`src/sv/sgm_pkg.sv`:
```
`timescale 1ns / 1ps

package sgm_pkg;

   localparam int MAX_WIDTH   = 1024;
   localparam int QUEUE_DEPTH = 4;

   localparam int PIXEL_W       = 8;
   localparam int MAG_W         = 8;
   localparam int FRAME_WIDTH_W = 11;
   localparam int FRAME_HEIGHT_W = 16;
   localparam int CSR_INDEX_W   = 2;
   localparam int CSR_DATA_W    = 16;
   localparam int GRAD_W        = 11;

   localparam logic [CSR_INDEX_W-1:0] REG_FRAME_WIDTH  = 2'd0;
   localparam logic [CSR_INDEX_W-1:0] REG_FRAME_HEIGHT = 2'd1;

   localparam logic [FRAME_WIDTH_W-1:0]  FRAME_WIDTH_RESET  = 11'd1024;
   localparam logic [FRAME_HEIGHT_W-1:0] FRAME_HEIGHT_RESET = 16'd1024;

   localparam logic [MAG_W-1:0] MAG_MAX = 8'd255;

   // Result slots of one window: upper row with middle or edge column, then the
   // last row with middle or edge column.
   localparam int SLOT_COUNT = 4;

   typedef logic [PIXEL_W-1:0] pix_type;
   typedef pix_type [2:0][2:0] win_type;

   typedef struct packed {
      logic                      we;
      logic [CSR_INDEX_W-1:0]    index;
      logic [CSR_DATA_W-1:0]     data;
   } csr_write_type;

   typedef struct packed {
      win_type                   win;
      logic [SLOT_COUNT-1:0]     mask;
      logic                      r_is1;
      logic                      c_is1;
   } entry_type;

endpackage

```
`src/sv/sgm_queue.sv`:
```
`timescale 1ns / 1ps

module sgm_queue #(
   parameter int DEPTH = sgm_pkg::QUEUE_DEPTH,
   parameter int WIDTH = $bits(sgm_pkg::entry_type)
) (
   input  logic                         clock,
   input  logic                         reset,
   input  logic                         wr_en,
   input  logic [WIDTH-1:0]             wr_data,
   input  logic                         rd_en,
   output logic [WIDTH-1:0]             rd_data,
   output logic                         rd_valid,
   output logic [$clog2(DEPTH+1)-1:0]   count
);

   localparam int PTRW = $clog2(DEPTH);
   localparam int CNTW = $clog2(DEPTH + 1);

   logic [WIDTH-1:0] slot_ff [DEPTH];
   logic [PTRW-1:0]  wr_ptr_ff, rd_ptr_ff;
   logic [CNTW-1:0]  count_ff;
   logic             do_rd;

   assign do_rd    = rd_en && (count_ff != '0);
   assign rd_data  = slot_ff[rd_ptr_ff];
   assign rd_valid = (count_ff != '0);
   assign count    = count_ff;

   always_ff @(posedge clock) begin
      if (reset) begin
         wr_ptr_ff <= '0;
         rd_ptr_ff <= '0;
         count_ff  <= '0;
      end else begin
         if (wr_en) begin
            wr_ptr_ff <= (wr_ptr_ff == PTRW'(DEPTH - 1)) ? '0 : (wr_ptr_ff + PTRW'(1));
         end
         if (do_rd) begin
            rd_ptr_ff <= (rd_ptr_ff == PTRW'(DEPTH - 1)) ? '0 : (rd_ptr_ff + PTRW'(1));
         end
         count_ff <= count_ff + CNTW'(wr_en) - CNTW'(do_rd);
      end
   end

   always_ff @(posedge clock) begin
      if (wr_en) begin
         slot_ff[wr_ptr_ff] <= wr_data;
      end
   end

endmodule

```
`config.mk`:
```
export PLATFORM = sky130hd
export DESIGN_NAME = sgm_queue
export DESIGN_NICKNAME = d
export VERILOG_FILES = /design/src/sv/sgm_pkg.sv /design/src/sv/sgm_queue.sv
export SDC_FILE = /design/constraint.sdc
export NUM_CORES = 1
export LEC_CHECK = 0
export ABC_AREA = 1
export BUFFER_PORTS_ARGS = -buffer_cell sky130_fd_sc_hd__buf_2
export CAP_MARGIN = 40
export CORE_MARGIN = 2
export CORE_UTILIZATION = 38
export DETAILED_ROUTE_END_ITERATION = 8
export PLACE_DENSITY = 0.56
export SYNTH_ARGS = -nofsm -noshare
export SYNTH_HDL_FRONTEND = slang
export SYNTH_SLANG_ARGS = --single-unit
```
`constraint.sdc`:
```
create_clock -name clock -period 2.4 [get_ports clock]
set_input_delay 0.36 -clock clock [delete_from_list [all_inputs] [get_ports clock]]
set_output_delay 0.36 -clock clock [all_outputs]
set_load 0.02 [all_outputs]
```
After elaboration in Yosys (flattened, before gate mapping) --
Memory sizes are Yosys's and may differ from the RTL's. A register that Yosys moved wholly into a read port is not among the register bits. Index checks and enable logic that the tools add are counted.
Word-level totals: register bits 7, memory bits (writable) 312, output and inout bits 82, memories 1
Operators by class: add/subtract/negate cells 4, eq/ne operators 2, muxes and demuxes 6, reductions and logical operators 2
Memory list:
- slot_ff | words 4, bits a word 78, rd ports 1, clocked after memory_dff 1, write ports 1, RTL line sgm_queue.sv:20 | logic [WIDTH-1:0] slot_ff [DEPTH];
Operator list (count):
- $mux W2 | 4
- $add A2 B1 Y2 const B | 2
- $eq A2 B2 Y1 const B | 2
- $add A3 B1 Y3 | 1
- $reduce_bool A3 Y1 | 1
- $sub A3 B1 Y3 | 1
- $mux W1 | 2
- $logic_and A1 B1 Y1 | 1

Longest topological paths before layout --
depth after elaboration 4, depth in mapped cells 10, depth with buffers taken out 10

Worst setup path after synthesis --
OpenSTA, ideal clock, no wires.
path kind input-to-reg, start point input wr_en, end point memory slot_ff[3][0] in the netlist's numbering, enable pin, setup time 0.433 ns, arrival time 2.183 ns, data required time 1.967 ns, slack -0.216 ns, cell stages on the path 3, buffers on the path 1, path through clkbuf_1 nand2_1 inv_1
Between the ends: cells in the longest elaborated chain, start to end 2
RTL lines:
- from (decl) | RTL line sgm_queue.sv:9 | input logic wr_en,
- $mux W1 | RTL line sgm_queue.sv:47 | if (wr_en) begin
- $mux W1 (not written as such) | RTL line sgm_queue.sv:48 | slot_ff[wr_ptr_ff] <= wr_data;
- to (decl) | RTL line sgm_queue.sv:20
Every way passes these cells.

==> results.toml <==
[place]
placedInstanceArea_um2 = 13300
gp_congestion = 0.706
port_buffers = 163
dp_hpwl_mm = 13.9
dp_slack_ns = 0.543

[detailed_routing]
drt_drc_violations_left = 0
wirelength_mm = 25.5
drt_first_pass_iters = 5
vias = 7062
dr.first_iter.drc_count = 406
ant_nets = 0
routedWlPerCell_um = 18.1
vias_per_cell = 5.00

[setup_path]
critical_path.max_stage_delay_ns = 0.39
r2r_end = "count[2]"
crit_type = "reg2out"
slowest_stage = "dfxtp_4"
crit_fanout = 78
critPathRequiredTime_ns = 2.04
startpoint_type = "flop"
rrSetupSlack_ns = 0.56
r2r_cells = 9
cp_num_buf_inv = 2
arrival_ns = 1.86
crit_path_end_kind = "output pin"
path_cells = "buf_12, o21ai_0, o22ai_1, buf_2"
path_delay_family = "buffers and inverters"
rr_startpoint = "count[1]"

[logic_synthesis]
yosys-top-cells-count = "edfxtp_1, nor2_1, o21ai_0"
synthCells = 815
yosysUniqueCellTypes = 22
synth_seq_cells = 321
syn_avg_cell_area_um2 = 14.8
yosysMostFrequentCell = "edfxtp_1"
synth.cell_area_um2 = 12000
synth_seq_area_share_pct = 79.3
ys.flop_type = "edfxtp_1"
synth-edff-count = 312
synth_area_leaders = "edfxtp_1, nor2_1, o22ai_1"
yosys.area.top_type = "edfxtp_1"
async_flop_share_pct = 0
yosysWarnings = 0
synth_top_area_share_pct = 77.8
syn_nets = 905

[global_route]
grt_use_total_pct = 15.4
grt_pass1_vias = 7070
antenna_found_initial = 4
grt_pass1_wl_mm = 39.7
grt_max_degree = 79
grt_remaining_overflow = 0

[timing]
finalSetupTns_ns = 0
rsz0062_at_grt = "no"
min_period_ns = 2.22
max_slew_margin_pct = 60.5
tightest_slew_ns = 0.592
fmax_mhz = 450
period_share_pct = 92.5
finalHoldViolations = 0
worst_slack_ns = 0.180
drv_slew = 0
final.setup_skew_ns = 0.0156
setup_viol = 0

[outcome]
status = "complete, no violations"

[floorplanning]
die_area_um2 = 33100
die_h_um = 182
start_util_pct = 38.4
fp-row-count = 65
core_um2 = 31400
chipWidth_um = 182
ios = 164

[clocking]
clockBufferDepth = 3
cts_resized = 0
clkLatencyLatePin_ns = 0.50
cts_tree = "built"
cts_max_level = 2
cts.clk_slew.worst_paths_ns = 0.06
cts.sink_count = 321
cts_buffers = 36
postCtsHoldBufs = 0
cts_setup_buffers = 0
cts-root-buf = "clkbuf_16"

[final_layout]
n_fill_cell = 2810
nets = 1073
drive_above_1_share_pct = 23.7
area_growth_pct = 20.0
design_area_um2 = 14500
final_core_util_pct = 46.0

[worst_hold_path]
hold_depth = 1
hold_start = "wr_data[8]"
worstHoldPathType = "in2reg"
whs_endpoint = "slot_ff[3][8]"

[power]
leakage_nw = 5.05
finalPower_w = 0.0161
vdd_drop_max_mv = 0.541
powerDensity_nw_per_um2 = 1110

[job]
maxCapViolCount = 0
-- per-layer routing --
layer  share of wire, %  track usage (%)
met5              0.043                0
met3                7.0             4.71
met2                 48             25.2
met4                1.6             4.35
met1                 44             20.0
-- sequential cells by signal, indices dropped and copies added, names as in the netlist, named ones only --
name and flops:
wr_ptr_ff 2, count 3, slot_ff 312, rd_ptr_ff 2
-- cells by family after synthesis --
logic type | after synthesis | synth area share, %
AO/OA/AOI/OAI | 239 | 10.8
XOR/XNOR | 1 | 0.0727
adder cells (fa/ha/maj) | 8 | 0.893
buffers and inverters | 68 | 3.40
flip-flops | 321 | 79.3
AND/OR/NAND/NOR | 178 | 5.59
-- report_power, final --
| group | internal, W | switching, W | leakage [nW] |
|---|---|---|---|
| combinational | 0.00134 | 0.00300 | 1.56 |
| sequential | 0.00647 | 0.0000917 | 2.94 |
| clock | 0.00314 | 0.00205 | 0.545 |
| total | 0.0109 | 0.00514 | 5.05 |
-- worst max path at each step --
stage,startpoint,depth (start not counted),end
after floorplan,wr_ptr_ff[0],4,slot_ff[0][0]
after global placement,rd_en,9,count[2]
after detailed placement,rd_en,9,count[2]
after CTS,flop,4,rd_data[14]
after global routing,flop,4,rd_data[77]
final,flop,4,rd_data[77]
-- cells in the final DEF, fill, tap and decap left out --
cell type   synthesis  final
edfxtp_1          312    312
nor2_1            164    164
buf_2               8    163
o21ai_0            90     90
o22ai_1            78     78
o21ai_1            66     66
clkbuf_16           0     37
buf_12              0     12
inv_1              15     11
nand2_1            10     10
ha_1                7      7
clkbuf_1           15      7
dfxtp_1             9      7
buf_4              10      6
clkinvlp_4          0      5
clkinv_2            0      5
diode_2             0      4
a21oi_1             4      4
clkinv_1            0      4
nand3_1             3      3
bufinv_16           0      3
clkinv_4            0      2
inv_4               1      1
inv_2               1      1
a21boi_0            1      1
xnor2_1             1      1
nor3_1              1      1
fa_1                1      1
dfxtp_4             0      1
dfxtp_2             0      1
inv_6               0      1
-- metrics by stage --
stage / hold slack (ns) / instances
floorplan: 0.427 / 815
global placement: 0.562 / 1347
detailed placement: 0.567 / 1347
CTS: 0.0481 / 1407
global route: 0.0500 / 1407
finish: 0.0737 / 1411
-- cell type report --
class / count / area, um2 / share of cell area (%)
flip-flops and latches: 321 / 9550 / 66.1
multi-input cells: 426 / 2090 / 14.4
repair buffers: 181 / 1100 / 7.62
clock buffers: 44 / 952 / 6.59
well taps: 402 / 503 / 3.48
clock inverters: 16 / 164 / 1.13
inverters: 17 / 81.3 / 0.563
diodes: 4 / 10.0 / 0.0693
Note: power is estimated with default switching activity, not from simulation.
