===== src/sv/sgm_pkg.sv =====
`timescale 1ns / 1ps

package sgm_pkg;

   localparam int MAX_WIDTH   = 1024;
   localparam int QUEUE_DEPTH = 4;

   localparam int PIXEL_W       = 8;
   localparam int MAG_W         = 8;
   localparam int FRAME_WIDTH_W = 11;
   localparam int FRAME_HEIGHT_W = 16;
   localparam int CSR_INDEX_W   = 2;
   localparam int CSR_DATA_W    = 16;
   localparam int GRAD_W        = 11;

   localparam logic [CSR_INDEX_W-1:0] REG_FRAME_WIDTH  = 2'd0;
   localparam logic [CSR_INDEX_W-1:0] REG_FRAME_HEIGHT = 2'd1;

   localparam logic [FRAME_WIDTH_W-1:0]  FRAME_WIDTH_RESET  = 11'd1024;
   localparam logic [FRAME_HEIGHT_W-1:0] FRAME_HEIGHT_RESET = 16'd1024;

   localparam logic [MAG_W-1:0] MAG_MAX = 8'd255;

   // Result slots of one window: upper row with middle or edge column, then the
   // last row with middle or edge column.
   localparam int SLOT_COUNT = 4;

   typedef logic [PIXEL_W-1:0] pix_type;
   typedef pix_type [2:0][2:0] win_type;

   typedef struct packed {
      logic                      we;
      logic [CSR_INDEX_W-1:0]    index;
      logic [CSR_DATA_W-1:0]     data;
   } csr_write_type;

   typedef struct packed {
      win_type                   win;
      logic [SLOT_COUNT-1:0]     mask;
      logic                      r_is1;
      logic                      c_is1;
   } entry_type;

endpackage


===== src/sv/sgm_rsp_if.sv =====
`timescale 1ns / 1ps

interface sgm_rsp_if;
   logic                         valid;
   logic                         ready;
   logic [sgm_pkg::MAG_W-1:0]    magnitude;
   logic                         row_end;
   logic                         frame_end;

   modport source (output valid, output magnitude, output row_end, output frame_end,
                   input ready);
   modport sink (input valid, input magnitude, input row_end, input frame_end,
                 output ready);
endinterface


===== src/sv/sgm_back.sv =====
`timescale 1ns / 1ps

module sgm_back (
   input  logic               clock,
   input  logic               reset,
   input  sgm_pkg::entry_type head,
   input  logic               head_valid,
   output logic               pop,
   sgm_rsp_if.source          rsp
);

   localparam int GW = sgm_pkg::GRAD_W;
   localparam int SC = sgm_pkg::SLOT_COUNT;

   logic [SC-1:0] done_ff;
   logic [SC-1:0] rem, rem_after;
   logic [1:0]    slot;
   logic          issue;

   logic [1:0]    rs [3];
   logic [1:0]    cs [3];
   sgm_pkg::pix_type v [3][3];
   logic signed [GW-1:0] gx, gy;

   logic                 g_valid_ff;
   logic signed [GW-1:0] gx_ff, gy_ff;
   logic                 g_re_ff, g_fe_ff;
   logic                 g_can, out_can;

   logic                 out_valid_ff;
   logic [sgm_pkg::MAG_W-1:0] mag_ff;
   logic                 re_ff, fe_ff;

   logic [GW-1:0] ax, ay, sum;

   assign rem = head.mask & ~done_ff;

   always_comb begin
      if (rem[0]) begin
         slot = 2'd0;
      end else if (rem[1]) begin
         slot = 2'd1;
      end else if (rem[2]) begin
         slot = 2'd2;
      end else begin
         slot = 2'd3;
      end
   end

   assign out_can   = !out_valid_ff || rsp.ready;
   assign g_can     = !g_valid_ff || out_can;
   assign issue     = head_valid && g_can;
   assign rem_after = rem & ~(SC'(1) << slot);
   assign pop       = issue && (rem_after == '0);

   always_ff @(posedge clock) begin
      if (reset) begin
         done_ff <= '0;
      end else if (issue) begin
         done_ff <= (rem_after == '0) ? '0 : (done_ff | (SC'(1) << slot));
      end
   end

   // Upper-row slots centre on the row above the newest one, last-row slots on
   // the newest row; odd slots sit on the right edge. Borders mirror about the
   // edge pixel.
   always_comb begin
      if (!slot[1]) begin
         rs[0] = head.r_is1 ? 2'd2 : 2'd0;
         rs[1] = 2'd1;
         rs[2] = 2'd2;
      end else begin
         rs[0] = 2'd1;
         rs[1] = 2'd2;
         rs[2] = 2'd1;
      end
      if (!slot[0]) begin
         cs[0] = head.c_is1 ? 2'd2 : 2'd0;
         cs[1] = 2'd1;
         cs[2] = 2'd2;
      end else begin
         cs[0] = 2'd1;
         cs[1] = 2'd2;
         cs[2] = 2'd1;
      end
      for (int a = 0; a < 3; a++) begin
         for (int b = 0; b < 3; b++) begin
            v[a][b] = head.win[rs[a]][cs[b]];
         end
      end
   end

   function automatic logic signed [GW-1:0] sx(input sgm_pkg::pix_type p);
      return $signed({{(GW - sgm_pkg::PIXEL_W){1'b0}}, p});
   endfunction

   always_comb begin
      gx = (sx(v[0][2]) - sx(v[0][0])) + ((sx(v[1][2]) - sx(v[1][0])) <<< 1)
           + (sx(v[2][2]) - sx(v[2][0]));
      gy = (sx(v[2][0]) + (sx(v[2][1]) <<< 1) + sx(v[2][2]))
           - (sx(v[0][0]) + (sx(v[0][1]) <<< 1) + sx(v[0][2]));
   end

   always_ff @(posedge clock) begin
      if (reset) begin
         g_valid_ff <= 1'b0;
      end else if (g_can) begin
         g_valid_ff <= issue;
      end
   end

   always_ff @(posedge clock) begin
      if (issue) begin
         gx_ff   <= gx;
         gy_ff   <= gy;
         g_re_ff <= slot[0];
         g_fe_ff <= (slot == 2'd3);
      end
   end

   always_comb begin
      ax  = gx_ff[GW-1] ? GW'(-gx_ff) : GW'(gx_ff);
      ay  = gy_ff[GW-1] ? GW'(-gy_ff) : GW'(gy_ff);
      sum = ax + ay;
   end

   always_ff @(posedge clock) begin
      if (reset) begin
         out_valid_ff <= 1'b0;
      end else if (out_can) begin
         out_valid_ff <= g_valid_ff;
      end
   end

   always_ff @(posedge clock) begin
      if (out_can && g_valid_ff) begin
         mag_ff <= (sum > GW'(sgm_pkg::MAG_MAX)) ? sgm_pkg::MAG_MAX
                                                 : sum[sgm_pkg::MAG_W-1:0];
         re_ff  <= g_re_ff;
         fe_ff  <= g_fe_ff;
      end
   end

   assign rsp.valid     = out_valid_ff;
   assign rsp.magnitude = mag_ff;
   assign rsp.row_end   = re_ff;
   assign rsp.frame_end = fe_ff;

endmodule


===== src/flat_wrapper.sv =====
// flat-port wrapper written by rule: the top's interface ports become plain ports
module sgm_back_flat 
  (clock, reset, head, head_valid, pop, rsp_valid, rsp_magnitude, rsp_row_end, rsp_frame_end, rsp_ready);
  sgm_rsp_if rsp_i ();
  input  logic clock;
  input  logic reset;
  input  sgm_pkg::entry_type head;
  input  logic head_valid;
  output logic pop;
  output wire logic [$bits(rsp_i.valid)-1:0] rsp_valid;
  output wire logic [$bits(rsp_i.magnitude)-1:0] rsp_magnitude;
  output wire logic [$bits(rsp_i.row_end)-1:0] rsp_row_end;
  output wire logic [$bits(rsp_i.frame_end)-1:0] rsp_frame_end;
  input wire logic [$bits(rsp_i.ready)-1:0] rsp_ready;
  assign rsp_valid = rsp_i.valid;
  assign rsp_magnitude = rsp_i.magnitude;
  assign rsp_row_end = rsp_i.row_end;
  assign rsp_frame_end = rsp_i.frame_end;
  assign rsp_i.ready = rsp_ready;
  sgm_back u_core (.clock(clock), .reset(reset), .head(head), .head_valid(head_valid), .pop(pop), .rsp(rsp_i));
endmodule

===== config.mk =====
export PLATFORM = sky130hd
export DESIGN_NAME = sgm_back_flat
export DESIGN_NICKNAME = d
export VERILOG_FILES = /design/src/sv/sgm_pkg.sv /design/src/sv/sgm_rsp_if.sv /design/src/sv/sgm_back.sv /design/src/flat_wrapper.sv
export SDC_FILE = /design/constraint.sdc
export NUM_CORES = 1
export LEC_CHECK = 0
export BUFFER_PORTS_ARGS = -buffer_cell sky130_fd_sc_hd__buf_2
export CAP_MARGIN = 0
export CORE_MARGIN = 8
export CORE_UTILIZATION = 35
export DETAILED_ROUTE_END_ITERATION = 16
export MAX_ROUTING_LAYER = met4
export SLEW_MARGIN = 30
export SYNTH_ARGS = -nofsm -noshare
export SYNTH_HDL_FRONTEND = slang
export SYNTH_SLANG_ARGS = --single-unit

===== constraint.sdc =====
create_clock -name clock -period 10.95 [get_ports clock]
set_clock_uncertainty 0.2 [all_clocks]
set_input_delay 0.5475 -clock clock [delete_from_list [all_inputs] [get_ports clock]]
set_output_delay 0.5475 -clock clock [all_outputs]
set_load 0.02 [all_outputs]

# After elaboration in Yosys (flattened, before gate mapping)
# Index checks and enable logic that the tools add are counted.
# word_totals
reg_bits,40
latch_bits,0
mem_bits_rw,0
mem_bits_ro,0
in_bits,82
out_inout_bits,12
elab_cells,77
mem_count,0
# op_classes
add_sub_neg,13
multipliers,0
div_mod_pow,0
order_cmp,7
eq_ne,1
n_shift,1
muxes,32
bitwise,5
reduce_logical,8
# op_table
op,count
$bmux W24 S2,3
$bmux W8 S2,8
$mux W24,3
$mux W8,8
$add A11 B11 Y11,3
$sub A8 B8 Y9,3
$add A11 B9 Y11,2
$mux W11,2
$neg A11 Y11,2
$add A8 B9 Y10,2
$lt A2 B3 Y1 const B,6
$mux W6,2
$gt A11 B8 Y1 const B,1
$sub A11 B11 Y11,1
$and A4 B4 Y4,2
$mux W2,4
$not A4 Y4,2
$logic_not A4 Y1,1
$mux W4,1
$or A4 B4 Y4,1
$shl A1 B2 Y4 const A,1
$logic_and A1 B1 Y1,3
$eq A2 B2 Y1 const B,1
$logic_not A1 Y1,2
2 further kinds,3

# Logic depth before layout (Yosys ltp)
# depth
word_depth,13
ltp_mapped,26
ltp_nobuf,23

# Least setup slack after synthesis
# OpenSTA, ideal clock, no wires.
# synth_timing
path_type,input to register
from,in head[1] in the netlist's numbering
to,"reg u_core.gy_ff[10], data pin"
setup_ps,280
arrival_time_ps,5327
t_required_ps,10470
path_slack_ps,5143
cell_stages,24
path_buffers,2
path_cell_list,clkbuf_1 -> buf_1 -> mux2i_1 -> nand2_1 -> o21ai_0 -> o21ai_1 -> a21o_1 -> ha_1 -> inv_1 -> fa_1 -> nor2b_1 -> o21ai_0 -> a21boi_0 -> o21a_1 -> nor2_1 -> xnor2_1 -> fa_1 -> inv_1 -> fa_1 -> ha_1 -> or3_1 -> a311oi_1 -> or2_2 -> o211ai_1
# synth_via
elab_chain_len,9
word_cells_on_any_way,13
classes_between,3 x add/sub; 10 x mux
# synth_lines
item,line_no,source
from (decl),flat_wrapper.sv:7,input sgm_pkg::entry_type head;
$mux W2 (*),sgm_back.sv:69,rs[0] = head.r_is1 ? 2'd2 : 2'd0;
$mux W6 (*),sgm_back.sv:68,if (!slot[1]) begin
$bmux W24 S2 (*),sgm_back.sv:88,v[a][b] = head.win[rs[a]][cs[b]];
$mux W24 (not written as such) (*),sgm_back.sv:88,
$bmux W8 S2,sgm_back.sv:88,
$mux W8 (not written as such),sgm_back.sv:88,
$add A8 B9 Y10,sgm_back.sv:101,- (sx(v[0][0]) + (sx(v[0][1]) <<< 1) + sx(v[0][2]));
$add A11 B9 Y11 (*),sgm_back.sv:101,
$sub A11 B11 Y11 (*),sgm_back.sv:101,
named net u_core.gy[10],sgm_back.sv:23,"logic signed [GW-1:0] gx, gy;"
to (signal assigned),sgm_back.sv:115,gy_ff <= gy;
to (decl),sgm_back.sv:26,"logic signed [GW-1:0] gx_ff, gy_ff;"
# Mark *: on every way through the listed nets, which the timed path passes. The rest lies on a longest branch. The select of a mux whose other input is x is not followed.
# A chain may end at the register's enable or synchronous reset.

# Final worst setup path
# layout_timing
from,reg u_core.done_ff[0]
to,"reg u_core.gy_ff[10], data pin"
# layout_via
elab_chain_len,11
word_cells_on_any_way,26
classes_between,5 x add/sub; 19 x mux; 2 x bitwise
# layout_lines
item,line_no,source
from (decl),sgm_back.sv:15,logic [SC-1:0] done_ff;
from (signal assigned),sgm_back.sv:60,done_ff <= (rem_after == '0) ? '0 : (done_ff | (SC'(1) << slot));
$not A4 Y4 (*),sgm_back.sv:36,assign rem = head.mask & ~done_ff;
$and A4 B4 Y4 (*),sgm_back.sv:36,
$mux W2 (*),sgm_back.sv:39,if (rem[0]) begin
$mux W6,sgm_back.sv:68,
$bmux W24 S2,sgm_back.sv:88,
$mux W24 (not written as such),sgm_back.sv:88,
$bmux W8 S2,sgm_back.sv:88,
$mux W8 (not written as such),sgm_back.sv:88,
"$add A8 B9 Y10, on equally long branches","sgm_back.sv:100, sgm_back.sv:101",
"$add A11 B9 Y11, on equally long branches","sgm_back.sv:100, sgm_back.sv:101",
$sub A11 B11 Y11 (*),sgm_back.sv:101,
named net u_core.gy[10],sgm_back.sv:23,
# Marked as above.

==> Flow_metrics.wiki <==
{| class="wikitable"
! Metric !! Value
|-
| Floorplan die width || 159 um
|-
| Buf/Inv on CP || 5
|-
| Yosys warns || 0
|-
| Path type of the worst setup path || reg2reg
|-
| Hold EP || u_core.rsp.frame_end
|-
| Commonest cells in the synthesized netlist || nand2_1 (80), inv_1 (77), ha_1 (75)
|-
| Per-instance average area after synthesis || 8.01 sq um
|-
| Total of flip-flops plus latches after synthesis || 40
|-
| Top-area cell type share of the netlist area || 0.143
|-
| Main area contributors after synthesis || edfxtp_1 (14%), ha_1 (13%), fa_1 (9.0%)
|-
| Largest stage delay on the critical path || 610 ps
|-
| Starting DRC count in detailed routing || 343
|-
| Number of global-route vias before repair || 6,539
|-
| NumNets Final || 1,149
|-
| Cell taking the most area after synthesis || edfxtp_1
|-
| Placed wire-length estimate || 15,900 um
|-
| Via Count || 6,550
|-
| R2R cell count || 24
|-
| Outcome || complete, no violations
|-
| Synthesis-to-finish area growth || 12.3%
|-
| Count of final max-slew check failures || 0
|-
| Clock Pin Slew Worst Setup and Hold Paths || 60 ps
|-
| Total DRC errors in the routed layout || 0
|-
| Count of maximum capacitance violations || 0
|-
| Share of flip-flops with an asynchronous set or reset || 0
|-
| Total negative slack || 0 ps
|-
| Share of cells above drive strength 1 || 0.136
|-
| Cell chain of the critical path || nand2b_1, o21ai_4, buf_4, inv_2, buf_4, and2_1, a21o_1, ha_1, inv_1, fa_1, nor2b_1, o21ai_0, a21boi_0, o21a_1, nor2_1, xnor2_1, fa_1, inv_1, fa_1, ha_1, or3_1, a311oi_1, or2_2, o211ai_1
|-
| Most used flip-flop cell after synthesis || edfxtp_1
|-
| Skew-Pair Late Insertion Delay || 280 ps
|-
| TritonCTS sink count || 40
|-
| Maximum frequency from static timing analysis || 149 MHz
|-
| Overall routing resource usage || 0.160
|-
| Portion of the clock cycle consumed by the worst path in the final layout || 0.611
|-
| Hold Fails Final Rpt || 0
|-
| Die Height || 159 um
|-
| Cell count after synthesis || 889
|-
| CP max FO || 63
|-
| Critical-path top delay cell || nand2b_1
|-
| Post-CTS setup repair buffer count || 0
|-
| WP data arrival || 6480 ps
|-
| Most numerous cell in the Yosys netlist || nand2_1
|-
| Crit path depth || 24
|-
| Die ar. || 25,200 sq um
|-
| IO Count || 94
|-
| Count of flip-flops with a built-in enable after synthesis || 34
|-
| Detail-routed net length per standard cell || 15.4 um
|-
| R2r endpoint || u_core.gy_ff[10]
|-
| Antenna violations before repair || 0
|-
| Cell mode on critical path || fa_1
|-
| Number of buffers inserted by port buffering || 93
|-
| Wire length of the first global-routing pass || 31,900 um
|-
| Hold crit path type || reg2reg
|-
| Distinct cells, synth || 67
|-
| Family with the most delay on the worst path || adder cells
|-
| Pin slew with the least headroom to its limit || 927 ps
|-
| Residual antenna-violating net count after detailed routing || 0
|-
| Reg2reg start || u_core.done_ff[0]
|-
| Clock tree from TritonCTS || built
|-
| Register area share after synthesis || 0.160
|-
| Post-cts sizing count || 0
|-
| Clock Path Buffers || 2
|-
| Hold buffer count at CTS || 0
|-
| H-Tree Level Count || 2
|-
| Drt first pass iters || 5
|-
| Setup Viol. Count Final || 0
|-
| Data required, critical path || 10,740 ps
|-
| Initial cell density of the core || 0.354
|-
| Cell Area, Synth || 7120 sq um
|-
| Routability cong. || 0.901
|-
| Largest net degree at the start of global routing || 64
|-
| Root Driver || clkbuf_16
|-
| Headroom to the max-slew limit || 0.381
|-
| Setup repair after global routing missed its margin || false
|-
| Startpoint Class || flop
|-
| Category of the worst setup path capture point || flop
|-
| Std-Cell Rows || 52
|-
| Routed wire length || 19,000 um
|-
| GRT overflow || 0
|-
| Net count after synthesis || 1,078
|-
| Hold path start || u_core.g_fe_ff
|-
| Core box area || 20,100 sq um
|-
| Register-to-Register Setup Slack || 4260 ps
|-
| Number of antenna cells inserted || 0
|-
| Period minus WS final || 6690 ps
|-
| Number of buffers created by CTS || 5
|-
| Detailed-route vias per instance || 5.32
|-
| Depth of the worst hold-timing path || 0
|}
==> sequential cells by signal, summed over array words and instances (netlist names), 4 cells and up <==
register,flops
u_core.rsp.magnitude,8
u_core.gx_ff,11
u_core.done_ff,4
u_core.gy_ff,11
==> layout make-up <==
| type | instances | area (sq um) |
|---|---|---|
| clock buffers | 6 | 129 |
| clock inverters | 2 | 11.3 |
| fillers | 2058 | 12100 |
| inverters | 78 | 293 |
| multi-input cells | 736 | 5570 |
| flip-flops and latches | 40 | 1140 |
| well taps | 270 | 338 |
| repair buffers | 99 | 510 |
==> layout by cell type (no fill, tap or decap), drive strengths merged, types with 25 or more instances in the layout <==
| cell type | n |
|---|---|
| mux2i | 47 |
| xnor2 | 45 |
| a21oi | 63 |
| nand2 | 80 |
| buf | 99 |
| fa | 32 |
| a21o | 30 |
| nor2 | 72 |
| edfxtp | 34 |
| inv | 78 |
| o21ai | 67 |
| ha | 75 |
| nor3 | 25 |
==> logic make-up (layout without fill, tap and decap cells) <==
| group | count (synthesis) | in the layout | synth area share |
|---|---|---|---|
| AO/OA/AOI/OAI | 253 | 253 | 0.228 |
| XOR/XNOR | 64 | 64 | 0.0798 |
| adder cells (fa/ha/maj) | 108 | 108 | 0.223 |
| buffers and inverters | 113 | 185 | 0.0597 |
| flip-flops | 40 | 40 | 0.160 |
| multiplexers | 49 | 49 | 0.0692 |
| AND/OR/NAND/NOR | 262 | 262 | 0.180 |
==> worst max-delay path by stage <==
stage / slack [ps] / from / end
floorplan: 5140 / head[1] / u_core.gy_ff[10]
global placement: 4240 / head[2] / u_core.gy_ff[10]
detailed placement: 4110 / head[2] / u_core.gy_ff[10]
CTS: 4340 / u_core.done_ff[0] / u_core.gy_ff[10]
global route: 3640 / u_core.done_ff[0] / u_core.gy_ff[10]
finish: 4260 / u_core.done_ff[0] / u_core.gy_ff[10]
==> routing by layer <==
metal,GRT usage,wire length (um),up-vias
met5,-,0,-
li1,-,-,3307
met4,0.0278,169,0
met2,0.286,9370,121
met3,0.00896,551,10
met1,0.197,8890,3112
==> per-stage QoR <==
stage          worst slack [ps]  instance area, sq um  cells  hold WS [ps]   util
2_1_floorplan              5140                  7120    889           200      -
3_3_place_gp               4240                  7860   1223           205  0.391
3_5_place_dp               4110                  7860   1223           211  0.391
4_1_cts                    4340                  8000   1231           226  0.398
5_1_grt                    3640                  8000   1231           226  0.398
6_report                   4260                  8000   1231           223  0.398
Power is left out: the tool's default activity adds up to more than one toggle a clock period on the data nets, which glitch-free logic cannot reach.
